## src/design/dmsp_pkg.sv

```systemverilog
// Package for the dense-matrix shortest path block.
// Holds sizes, operation and status codes, and controller/datapath types.
// No dependencies.
package dmsp_pkg;

    localparam int MAX_NODES = 64;
    localparam int NODE_W = 6;
    localparam int CNT_W = 7;
    localparam int ADDR_W = 2 * NODE_W;
    localparam int DIST_W = 32;
    localparam int WORD_W = DIST_W + 1;
    localparam logic [DIST_W-1:0] DIST_INF = '1;

    localparam logic [1:0] OP_LOAD = 2'd0;
    localparam logic [1:0] OP_CLEAR = 2'd1;
    localparam logic [1:0] OP_QUERY = 2'd2;

    localparam logic [1:0] ST_FOUND = 2'd0;
    localparam logic [1:0] ST_UNREACH = 2'd1;
    localparam logic [1:0] ST_RANGE = 2'd2;

    typedef enum logic [1:0] {
        RES_RANGE,
        RES_SAME,
        RES_MEM
    } res_kind_t;

    typedef enum logic [3:0] {
        S_SWEEP,
        S_IDLE,
        S_DECODE,
        S_LOAD_WR,
        S_CHECK,
        S_SCAN,
        S_SCAN_END,
        S_SCAN_DEC,
        S_RELAX,
        S_RELAX_END,
        S_FINAL_RD,
        S_RESULT
    } state_t;

    typedef struct packed {
        logic      latch;
        logic      sweep_start;
        logic      sweep_step;
        logic      load_rd;
        logic      load_wr;
        logic      rd_pair;
        logic      scan_start;
        logic      scan_step;
        logic      mark;
        logic      relax_start;
        logic      relax_step;
        logic      res_load;
        res_kind_t res_kind;
    } cmd_t;

    typedef struct packed {
        logic [1:0] op;
        logic       sweep_last;
        logic       range_err;
        logic       same_node;
        logic       pair_done;
        logic       k_last;
        logic       have;
        logic       pick_is_dst;
        logic       out_free;
    } stat_t;

endpackage

```

## src/design/dmsp_ctrl.sv

```systemverilog
// Controller state machine of the shortest path block.
// Sequences sweeps, loads and the Dijkstra passes; uses dmsp_pkg.
module dmsp_ctrl (
    input  logic           clk,
    input  logic           rst_n,
    input  logic           in_valid,
    output logic           in_ready,
    input  dmsp_pkg::stat_t stat,
    output dmsp_pkg::cmd_t  cmd
);
    import dmsp_pkg::*;

    state_t    state_reg, state_next;
    res_kind_t kind_reg, kind_next;

    always_ff @(posedge clk or negedge rst_n)
    begin
        if (!rst_n)
        begin
            state_reg <= S_SWEEP;
            kind_reg <= RES_MEM;
        end
        else
        begin
            state_reg <= state_next;
            kind_reg <= kind_next;
        end
    end

    always_comb
    begin
        state_next = state_reg;
        kind_next = kind_reg;
        cmd = '0;
        cmd.res_kind = kind_reg;
        in_ready = 1'b0;
        case (state_reg)
            S_SWEEP:
            begin
                cmd.sweep_step = 1'b1;
                if (stat.sweep_last)
                begin
                    state_next = S_IDLE;
                end
            end
            S_IDLE:
            begin
                in_ready = 1'b1;
                if (in_valid)
                begin
                    cmd.latch = 1'b1;
                    state_next = S_DECODE;
                end
            end
            S_DECODE:
            begin
                case (stat.op)
                    OP_LOAD:
                    begin
                        if (stat.range_err)
                        begin
                            state_next = S_IDLE;
                        end
                        else
                        begin
                            cmd.load_rd = 1'b1;
                            state_next = S_LOAD_WR;
                        end
                    end
                    OP_CLEAR:
                    begin
                        cmd.sweep_start = 1'b1;
                        state_next = S_SWEEP;
                    end
                    OP_QUERY:
                    begin
                        if (stat.range_err)
                        begin
                            kind_next = RES_RANGE;
                            state_next = S_RESULT;
                        end
                        else if (stat.same_node)
                        begin
                            kind_next = RES_SAME;
                            state_next = S_RESULT;
                        end
                        else
                        begin
                            cmd.rd_pair = 1'b1;
                            kind_next = RES_MEM;
                            state_next = S_CHECK;
                        end
                    end
                    default:
                    begin
                        state_next = S_IDLE;
                    end
                endcase
            end
            S_LOAD_WR:
            begin
                cmd.load_wr = 1'b1;
                state_next = S_IDLE;
            end
            S_CHECK:
            begin
                if (stat.pair_done)
                begin
                    state_next = S_RESULT;
                end
                else
                begin
                    cmd.scan_start = 1'b1;
                    state_next = S_SCAN;
                end
            end
            S_SCAN:
            begin
                cmd.scan_step = 1'b1;
                if (stat.k_last)
                begin
                    state_next = S_SCAN_END;
                end
            end
            S_SCAN_END:
            begin
                state_next = S_SCAN_DEC;
            end
            S_SCAN_DEC:
            begin
                if (!stat.have)
                begin
                    state_next = S_FINAL_RD;
                end
                else
                begin
                    cmd.mark = 1'b1;
                    if (stat.pick_is_dst)
                    begin
                        state_next = S_FINAL_RD;
                    end
                    else
                    begin
                        cmd.relax_start = 1'b1;
                        state_next = S_RELAX;
                    end
                end
            end
            S_RELAX:
            begin
                cmd.relax_step = 1'b1;
                if (stat.k_last)
                begin
                    state_next = S_RELAX_END;
                end
            end
            S_RELAX_END:
            begin
                // The last relaxed entry is written back in this cycle.
                cmd.scan_start = 1'b1;
                state_next = S_SCAN;
            end
            S_FINAL_RD:
            begin
                cmd.rd_pair = 1'b1;
                state_next = S_RESULT;
            end
            S_RESULT:
            begin
                if (stat.out_free)
                begin
                    cmd.res_load = 1'b1;
                    state_next = S_IDLE;
                end
            end
            default:
            begin
                state_next = S_IDLE;
            end
        endcase
    end

endmodule

```

## config.mk

```make
export PLATFORM = sky130hd
export DESIGN_NAME = dmsp_ctrl
export DESIGN_NICKNAME = d
export VERILOG_FILES = /design/src/design/dmsp_pkg.sv /design/src/design/dmsp_ctrl.sv
export SDC_FILE = /design/constraint.sdc
export NUM_CORES = 1
export LEC_CHECK = 0
export BUFFER_PORTS_ARGS = -buffer_cell sky130_fd_sc_hd__buf_4
export CAP_MARGIN = 25
export CORE_MARGIN = 2
export CORE_UTILIZATION = 40
export CTS_CLUSTER_DIAMETER = 150
export DETAILED_ROUTE_END_ITERATION = 16
export PLACE_DENSITY = 0.67
export SLEW_MARGIN = 20
export SYNTH_ARGS = -nofsm -noshare
export SYNTH_HDL_FRONTEND = slang
export SYNTH_SLANG_ARGS = --single-unit
export TNS_END_PERCENT = 50
```

## constraint.sdc

```tcl
create_clock -name clk -period 1.8 [get_ports clk]
set_input_delay 0.27 -clock clk [delete_from_list [all_inputs] [get_ports clk]]
set_output_delay 0.27 -clock clk [all_outputs]
set_load 0.05 [all_outputs]
```

# Yosys cells after proc, flatten, opt, wreduce, memory -nomap -nowiden
# Cells that the tools add are included.
# classes
reduce_logical	4
eq_ne	18
mux	38
# op_table
operator	count
one-hot mux 4 bit (11 select lines)	1
two-way mux 4 bit	9
two-way mux 1 bit	19
== test 4 x 3 -> 1 bit, second input constant	4
== test 4 bit, second input constant	4
two-way mux 2 bit	6
one-hot mux 4 bit (3 select lines)	1
inequality test 2 bit, second input constant	5
== test 4 x 2 -> 1 bit, second input constant	2
AND reduction 5 bit	1
== test 4 x 1 -> 1 bit, second input constant	1
zero test 4 bit	1
one-hot mux 1 bit (2 select lines)	2
== test 2 x 1 -> 1 bit, second input constant	1
== test 2 bit, second input constant	1
zero test 2 bit	1
AND reduction 2 bit	1
# totals
register_bits	6

# Logic depth before layout (Yosys ltp)
# Gate-level depths: netlist of run 1.
# depth
depth_word	4
ltp_mapped	5
depth_no_buf	4

# Worst setup path before layout of run 1
# Ideal clock, no wire load.
# synth_path
path_type	reg2out
start	register state_reg[2]
end	output port cmd[10] (netlist bit)
t_arrival_ps	2425
stages_incl_launch_ff	4
slack_ps	-895
required_time_ps	1530
cell_sequence	dfrtp_1 buf_4 or3_1 nor4_1
# synth_rtl
item	line	rtl
start: declaration	dmsp_ctrl.sv:13	state_t state_reg, state_next;
start signal: assignment	dmsp_ctrl.sv:25	state_reg <= state_next;
end: declaration	dmsp_ctrl.sv:9	output dmsp_pkg::cmd_t cmd

==> summary.txt, run 1 <==
Worst setup path
  – R2R cell count: 5
  – CP startpoint kind: flip-flop
  – RR Endpoint: state_reg[3]
  – Setup crit end kind: output pin
  – Worst Setup Path Type: reg2out
  – Crit path from: state_reg[0]
  – Crit Path Max Fanout: 3
  – Critical path arrival: approximately 1.5 ns
  – WP data required: approximately 1.5 ns
  – RR Startpoint: state_reg[3]
  – CP Capture Point: cmd[10]
  – Flop-to-flop setup slack: between 0.15 and 0.2 ns

Synth
  – Post-synth top area cell: dfrtp_1
  – Avg Cell Area, Syn: 7.897 um2
  – Top cells by area, synth: dfrtp_1, nor3_1, nand2b_1
  – Dominant synthesized flop cell: dfrtp_1
  – Post-synth EDFFs: 0
  – Net count after synthesis: 90
  – Yosys cell types: 37
  – Synth Instances: a little under 80
  – Most common library cells after synthesis: nor2_1, nor3_1, dfrtp_1, nand2b_1, nand2_1
  – #FFs+latches synth: 6
  – Post-synth top area share: 20.58%
  – Post-synthesis sequential area ratio: 24.90%
  – Cell area after synthesis: approximately 610 um2
  – Async S/R FF share, synth: 100.0%
  – Syn. warnings: 0

Die
  – Chip width: 42.99 um
  – Core area: 1471 um2
  – Die area: 1848 um2
  – Cell Rows: 14
  – # IOs: 28
  – Die H: 42.99 um
  – Starting Density: 41.33%

Global routing
  – Total track usage: 21.02%
  – Largest net degree at the start of global routing: 11
  – Initial antenna violation count: 0
  – First-pass GRT wire length: 2925 um
  – Vias in the first global route: 680
  – GRT overflow: 0

Job
  – # Max-Cap Violations: 0

Power and ir drop
  – Sequential power share: ~15%
  – Switching part of the total: 53.10%
  – Leak: 0.4401 nW
  – Comb power frac: 77.7%
  – Switch Pwr: 0.9316 mW
  – Internal power: ~0.82 mW
  – Maximum vdd drop: 1020 uV
  – Total power: 1.755 mW
  – PwrDens: between 1500 and 2000 nW/um2
  – Clock network fraction of total power: 7.4%

Drt
  – Post-Route WL: between 1500 and 2000 um
  – Drt pass-1 iters: 4
  – DR iter-0 viols: 28
  – DR vias/cell: between 5 and 6
  – Mean routed wirelength per cell: 13.81 um
  – Via count: 729
  – Antenna-violating nets left: 0
  – Drc violations: 0

Final layout
  – Final Util: ~70%
  – Layout cell share with drive strength beyond 1: 52.21%
  – FILL cells: 127
  – Area grow syn2layout: 66.87%
  – Nets: approximately 130
  – Max FFs per register: 4
  – Final Non-Filler Cells: between 100 and 150
  – Inserted Diodes: 0

Status
  – Status: completed

Timing
  – F_max: 556.6 MHz
  – Final period utilization: 99.81%
  – Worst-Margin Slew: 0.6464 ns
  – WHS: 0.3294 ns
  – Slew Limit Fails: 0
  – RSZ-0062 raised after global routing: yes
  – Final hold viol count: 0
  – Tmin final: 1.797 ns
  – Worst Skew: about 0.0065 ns
  – Final setup viols: 0
  – Slew margin rel.: 56.30%

CTS
  – Sink Count: 6
  – CTS clk-pin slew, worst paths: around 0.05 ns
  – Clock Latency Late Sink: 0.24 ns
  – CTS max path bufs: 2
  – H-tree depth: 1
  – CTS tree: done
  – Clock root buffer: clkbuf_4
  – Num CTS Buffers: 3

Place
  – PortBufs: 27
  – Placed Cells: roughly 120
  – Final HPWL DP: 1365 um
  – Gp weighted congestion: 0.8546

Min path
  – Hold WC Path Type: in2reg
cell families (layout without fill, tap and decap cells):
kind of cell | after synthesis | in the layout | share of synthesized area [%]
buf+inv | 7 | 43 | 6.994
mux | 1 | 1 | 1.646
flops | 6 | 6 | 24.90
simple gates | 43 | 43 | 40.33
compound gates | 20 | 20 | 26.13
power groups by stage:
stage | clock network, mW | logic (mW) | registers, mW
after global placement | 0 | 1.23 | 0.254
after global routing | 0.146 | 1.43 | 0.270
after floorplan | 0 | 0.833 | 0.336
final | 0.129 | 1.36 | 0.262
after CTS | 0.139 | 1.27 | 0.251
after detailed placement | 0 | 1.24 | 0.255
cells in the final DEF (no fill, tap or decap), drive strengths merged, types with 4 or more instances in the layout:
cell type / synthesis / layout
a21oi: 4 / 4
o21ai: 4 / 4
buf: 4 / 35
nor2: 8 / 8
nand2b: 5 / 5
dfrtp: 5 / 5
clkbuf: 0 / 4
nor3: 8 / 8
nand2: 4 / 4
final cells by class:
class	count	area [um2]	area share (%)
well taps	16	20.02	1.973
clock buffers	4	26.28	2.589
inverters	3	11.26	1.110
flip-flops and latches	6	153.9	15.17
multi-input cells	64	500.5	49.32
repair buffers	36	302.8	29.84
worst min-delay path by stage:
stage            start           end  slack [ns]  cells after the start
6_report       stat[5]   kind_reg[0]        0.33                      3
5_1_grt        stat[5]   kind_reg[0]        0.34                      3
4_1_cts        stat[5]   kind_reg[0]        0.32                      3
3_5_place_dp     rst_n  state_reg[3]        0.08                      1
3_3_place_gp     rst_n  state_reg[3]        0.08                      1
2_1_floorplan    rst_n   kind_reg[0]       -0.03                      0
worst max-delay path, cell delays in order (launching register included):
cell      delay (ns)
dfrtp_1         0.40
nand2b_4        0.16
or3_4           0.35
nor4_2          0.15
buf_4           0.24
routing by layer:
layer	wire length, um	GRT usage (%)	vias up	part of all wire, %
met2	881	33.33	25	49
met1	801	27.49	337	45
met3	90	2.979	2	5.1
met4	8	10.91	0	0.45
met5	0	0	-	0
li1	-	-	365	-
through the flow:
stage	instance area [um2]	setup TNS, ns	setup WS (ns)
floorplan	660.6	-1.249	-0.3432
global placement	897.1	0	0.1728
detailed placement	897.1	0	0.1674
CTS	962.2	-0.03235	-0.01773
global route	1015	-0.1292	-0.05513
finish	1015	0	0.003355
timing repair:
item | in CTS | in global routing
resized for setup | 4 | 13
pin swaps | 1 | 1
setup buffers | 2 | 0
endpoints found under the setup margin | 3 | 8
hold buffers | 1 | 0
hold endpoints to repair | 6 | 0
Power figures use the tool's default switching activity.
==> run 2: changes to the inputs <==
SETUP_SLACK_MARGIN = 0.3   (was default)
==> summary.txt, run 2 (same netlist as run 1, synthesis figures left out) <==
CTS
  – Num CTS Buffers: 3 (unchanged)
  – H-tree depth: 1 (unchanged)
  – CTS tree: done
  – CTS clk-pin slew, worst paths: 0.06 ns (about the same)
  – Clock Latency Late Sink: 0.25 ns (about the same)
  – CTS max path bufs: 2 (unchanged)
  – Clock root buffer: clkbuf_4
  – Sink Count: 6 (unchanged)

Die
  – Die H: 42.99 um (unchanged)
  – Chip width: 42.99 um (unchanged)
  – Die area: 1848 um2 (unchanged)
  – Cell Rows: 14 (unchanged)
  – Core area: 1471 um2 (unchanged)
  – Starting Density: 41.33% (unchanged)
  – # IOs: 28 (unchanged)

Place
  – PortBufs: 27 (unchanged)
  – Post-DP Area: 954.7 um2 (+6.4%)
  – Gp weighted congestion: 0.8571 (+0.29%)
  – Final HPWL DP: 1470 um (+7.7%)

Global routing
  – Vias in the first global route: 805 (+18%)
  – GRT overflow: 0 (unchanged)
  – First-pass GRT wire length: 3553 um (+21%)
  – Total track usage: 25.35% (+4.3 points)
  – Initial antenna violation count: 0 (unchanged)
  – Largest net degree at the start of global routing: 11 (unchanged)

Power and ir drop
  – Maximum vdd drop: 977.8 uV (-4.1%)
  – PwrDens: 1711 nW/um2 (-1.1%)
  – Comb power frac: 79.6% (+1.9 points)
  – Internal power: 0.9910 mW (+20%)
  – Switch Pwr: 1.075 mW (+15%)
  – Switching part of the total: 52.02% (-1.1 points)
  – Clock network fraction of total power: 6.8% (-0.6 points)
  – Sequential power share: 13.6% (-1.3 points)
  – Leak: 0.5052 nW (+15%)

Worst setup path
  – WP data required: 1.53 ns (about the same)
  – RR Endpoint: state_reg[3]
  – Flop-to-flop setup slack: 0.16 ns (-0.02 ns)
  – CP startpoint kind: flip-flop
  – CP Capture Point: cmd[12]
  – R2R cell count: 5 (unchanged)
  – Critical path arrival: 1.53 ns (about the same)
  – Crit path from: state_reg[0]
  – RR Startpoint: state_reg[2]
  – Worst Setup Path Type: reg2out
  – Setup crit end kind: output pin
  – Crit Path Max Fanout: 2 (-1)

Timing
  – WHS: 0.3207 ns (-0.008736 ns)
  – Tmin final: 1.804 ns (+0.007322 ns)
  – Final worst setup slack: -0.003967 ns (-0.007322 ns)
  – F_max: 554.3 MHz (-0.41%)
  – Worst Skew: 0.01309 ns (+0.006589 ns)
  – Slew margin rel.: 72.83% (+17 points)
  – RSZ-0062 raised after global routing: yes
  – Final setup viols: 1 (+1)
  – Final hold viol count: 0 (unchanged)
  – Final period utilization: 100.2% (+0.41 points)
  – Slew Limit Fails: 0 (unchanged)
  – Worst-Margin Slew: 0.4019 ns (-0.2444 ns)

Job
  – # Max-Cap Violations: 0 (unchanged)

Drt
  – Mean routed wirelength per cell: 16.67 um (+21%)
  – Drc violations: 0 (unchanged)
  – Post-Route WL: 2250 um (+26%)
  – DR vias/cell: 5.911 (+4.6%)
  – Via count: 798 (+9.5%)
  – Drt pass-1 iters: 4 (unchanged)
  – DR iter-0 viols: 17 (-39%)
  – Antenna-violating nets left: 0 (unchanged)

Min path
  – Hold WC Path Type: in2reg

Final layout
  – Nets: 133 (+4.7%)
  – Area grow syn2layout: 98.56%
  – Inserted Diodes: 0 (unchanged)
  – Max FFs per register: 4 (unchanged)
  – Layout cell share with drive strength beyond 1: 63.03% (+11 points)
  – Post-route cell area: 1207 um2 (+19%)
  – FILL cells: 85 (-33%)
  – Commonest non-fill, non-tap cell in the layout: buf_4
  – Most frequent cells in the layout: buf_4, buf_6, nor3_4, nor2_1

Status
  – Failing checks: negative setup slack
  – Status: complete, but fails checks
## run 2: cell types whose count changed in the layout (fill, tap and decap cells not counted), sizes merged
cell  change
buf       +6
## run 2: worst min path at each step
stage | from | endpoint | slack [ns] | cells after the start
final | stat[5] | kind_reg[0] | 0.32 | 3
after global routing | stat[5] | kind_reg[0] | 0.34 | 3
after CTS | stat[5] | kind_reg[0] | 0.31 | 3
after detailed placement | rst_n | state_reg[3] | 0.08 | 1
after global placement | rst_n | state_reg[3] | 0.08 | 1
after floorplan | rst_n | kind_reg[0] | -0.03 | 0
## run 2: worst max-delay path: stages (launching register included)
cell      delay, ns
dfrtp_2        0.42
nand2b_4       0.14
or3_4          0.36
nor3b_4        0.18
buf_6          0.18
## run 2: stage by stage
stage                     cells   TNS [ns]  utilization, %  setup WS, ns  power, mW
after floorplan              77    -0.1603               -      -0.07417      1.224
after global placement      124          0           64.88        0.1738      1.539
after detailed placement    124          0           64.88        0.1382      1.547
after CTS                   135  -0.006116           81.04     -0.006116      2.020
after global routing        135    -0.1578           82.06      -0.06123      2.158
final                       135  -0.003967           82.06     -0.003967      2.066
## run 2: power by group through the flow
stage / registers (mW) / clock network [mW] / logic (mW)
global placement: 0.268 / 0 / 1.27
floorplan: 0.341 / 0 / 0.884
detailed placement: 0.270 / 0 / 1.28
finish: 0.281 / 0.141 / 1.64
global route: 0.290 / 0.151 / 1.72
CTS: 0.278 / 0.144 / 1.60
## run 2: layer usage
metal  vias up  global-route usage (%)  wire [um]
met5         -                       0          0
met4         0                   7.273         33
met2        32                   43.94       1191
met3         6                   5.957        138
met1       381                   31.05        887
li1        379                       -          -
## run 2: what timing repair did
item                                    CTS  global route
pin swaps                                13             3
buffers inserted                          6             0
endpoints found under the hold margin     5             0
cloned                                    0             0
endpoints found under the setup margin   16            18
resized for setup                        40             4
hold buffers                              1             0
## run 2: cell type report
| cell class | instances | area [um2] | area share [%] |
|---|---|---|---|
| Inverter | 3 | 11.26 | 0.9326 |
| Multi-Input combinational cell | 64 | 580.6 | 48.08 |
| Clock buffer | 4 | 26.28 | 2.176 |
| Timing Repair Buffer | 42 | 412.9 | 34.20 |
| Sequential cell | 6 | 156.4 | 12.95 |
| Tap cell | 16 | 20.02 | 1.658 |
==> run 3: changes to the inputs <==
clock period = 2.1 ns   (was 1.8 ns; I/O delays follow)
==> summary.txt, run 3 (same netlist as run 1, synthesis figures left out) <==
Timing
  – Final setup viols: 0 (-1)
  – Final hold viol count: 0 (unchanged)
  – F_max: around 540 MHz
  – Final period utilization: 88.01%
  – Tmin final: about 1.8 ns
  – Worst Skew: 0.01080 ns (-0.002290 ns)
  – Slew margin rel.: 79.01% (+6.2 points)
  – Worst-Margin Slew: 0.3130 ns (-0.08893 ns)
  – Slew Limit Fails: 0 (unchanged)
  – RSZ-0062 raised after global routing: yes

Final layout
  – Most frequent cells in the layout: buf_4, nor2_1, nor3_1
  – Nets: 131 (-1.5%)
  – Register area: 155.1 um2 (-0.80%)
  – FILL cells: 130 (+53%)
  – Area grow syn2layout: 69.96%
  – Area occupied by multi-input gates: 506.7 um2 (-13%)
  – Commonest non-fill, non-tap cell in the layout: buf_4
  – Max FFs per register: 4 (unchanged)
  – Layout cell share with drive strength beyond 1: 54.70% (-8.3 points)
  – Post-route cell area: 1033 um2 (-14%)
  – Final Non-Filler Cells: 133 (-1.5%)
  – Inserted Diodes: 0 (unchanged)

Drt
  – Post-Route WL: 1778 um (-21%)
  – DR iter-0 viols: 21 (+4)
  – Antenna-violating nets left: 0 (unchanged)
  – Mean routed wirelength per cell: 13.37 um (-20%)
  – Drc violations: 0 (unchanged)
  – Drt pass-1 iters: 4 (unchanged)
  – DR vias/cell: 5.722 (-3.2%)
  – Via count: 761 (-4.6%)

Place
  – Post-DP Area: 902.1 um2 (-5.5%)
  – Placed Cells: 121 (-2.4%)
  – PortBufs: 27 (unchanged)
  – Gp weighted congestion: 0.9304 (+8.6%)
  – Final HPWL DP: 1309 um (-11%)

Die
  – Core area: 1471 um2 (unchanged)
  – Die H: 42.99 um (unchanged)
  – Chip width: 42.99 um (unchanged)
  – Starting Density: 41.33% (unchanged)
  – Die area: 1848 um2 (unchanged)
  – Cell Rows: 14 (unchanged)
  – # IOs: 28 (unchanged)

Worst setup path
  – Setup crit end kind: output pin
  – Critical path arrival: 1.53 ns (about the same)
  – Worst Setup Path Type: reg2out
  – WP data required: 1.78 ns (+0.25 ns)
  – Flop-to-flop setup slack: 0.43 ns (+0.27 ns)
  – CP startpoint kind: flip-flop
  – Slowest CP cell: dfrtp_2
  – Crit path cell chain: or3_4, nor3b_4, buf_6
  – Crit Path Max Fanout: 6 (+4)
  – CP max stage delay: 0.46 ns (+0.04 ns)

Global routing
  – Initial antenna violation count: 0 (unchanged)
  – Vias in the first global route: 703 (-13%)
  – Total track usage: 19.56% (-5.8 points)
  – GRT overflow: 0 (unchanged)
  – Largest net degree at the start of global routing: 11 (unchanged)
  – First-pass GRT wire length: 2794 um (-21%)

CTS
  – Clock Latency Late Sink: 0.24 ns (about the same)
  – Clock root buffer: clkbuf_4
  – H-tree depth: 1 (unchanged)
  – CTS max path bufs: 2 (unchanged)
  – CTS clk-pin slew, worst paths: 0.05 ns (about the same)
  – Num CTS Buffers: 3 (unchanged)
  – CTS tree: done
  – Sink Count: 6 (unchanged)

Power and ir drop
  – PwrDens: 1450 nW/um2 (-15%)
  – Leak: 0.4623 nW (-8.5%)
  – Total power: 1.499 mW (-27%)
  – Maximum vdd drop: 798.5 uV (-18%)

Job
  – # Max-Cap Violations: 0 (unchanged)

Min path
  – Hold WC Path Type: in2reg

Status
  – Status: completed
[run 3: worst max-delay path, delay by kind of cell (launching register included)]
family,cells,cell delay (ns)
flip-flops,1,0.46
buffers and inverters,1,0.18
AND/OR/NAND/NOR,2,0.65
[run 3: what timing repair did]
action	4_1_cts	5_1_grt
pin swaps	2	3
gates resized for setup	8	3
buffers inserted	4	3
hold endpoints to repair	5	0
hold buffers	1	0
setup endpoints to repair	7	10
[run 3: per-stage QoR]
| stage | TNS [ns] | hold WS, ns | setup WS, ns | utilization, % |
|---|---|---|---|---|
| 3_5_place_dp | 0 | 0.1226 | 0.3415 | 61.31 |
| 3_3_place_gp | 0 | 0.1223 | 0.3713 | 61.31 |
| 4_1_cts | 0 | 0.3727 | 0.2315 | 67.69 |
| 2_1_floorplan | -0.05838 | 0.01941 | -0.05838 | - |
| 6_report | 0 | 0.3754 | 0.2519 | 70.24 |
| 5_1_grt | 0 | 0.4184 | 0.1979 | 70.24 |
[run 3: final timing paths]
kind | start | to | cells past startpoint
worst min-delay path | stat[5] | kind_reg[0] | 3
worst max-delay path | state_reg[2] | cmd[12] | 3
min in group asynchronous | rst_n | state_reg[2] | 2
worst min register to register | kind_reg[0] | kind_reg[0] | 2
worst max register to register | state_reg[2] | state_reg[1] | 5
max in group asynchronous | rst_n | kind_reg[1] | 2
[run 3: final cells by class]
cell class,count,share of cell area (%)
Tap cell,16,1.937
Timing Repair Buffer,40,30.39
Clock buffer,4,2.542
Sequential cell,6,15.01
Multi-Input combinational cell,64,49.03
Inverter,3,1.090
[run 3: power breakdown]
part	switching [mW]	internal, mW	total (mW)
clock network	0.0392	0.0718	0.111
registers	0.0532	0.177	0.230
logic	0.703	0.455	1.16
total	0.796	0.703	1.50
[run 3: routing by layer]
| layer | GRT usage, % | vias to the layer above | routed length, um |
|---|---|---|---|
| met3 | 2.553 | 2 | 133 |
| met2 | 35.15 | 33 | 921 |
| met4 | 6.061 | 0 | 18 |
| li1 | - | 373 | - |
| met5 | 0 | - | 0 |
| met1 | 23.95 | 353 | 704 |
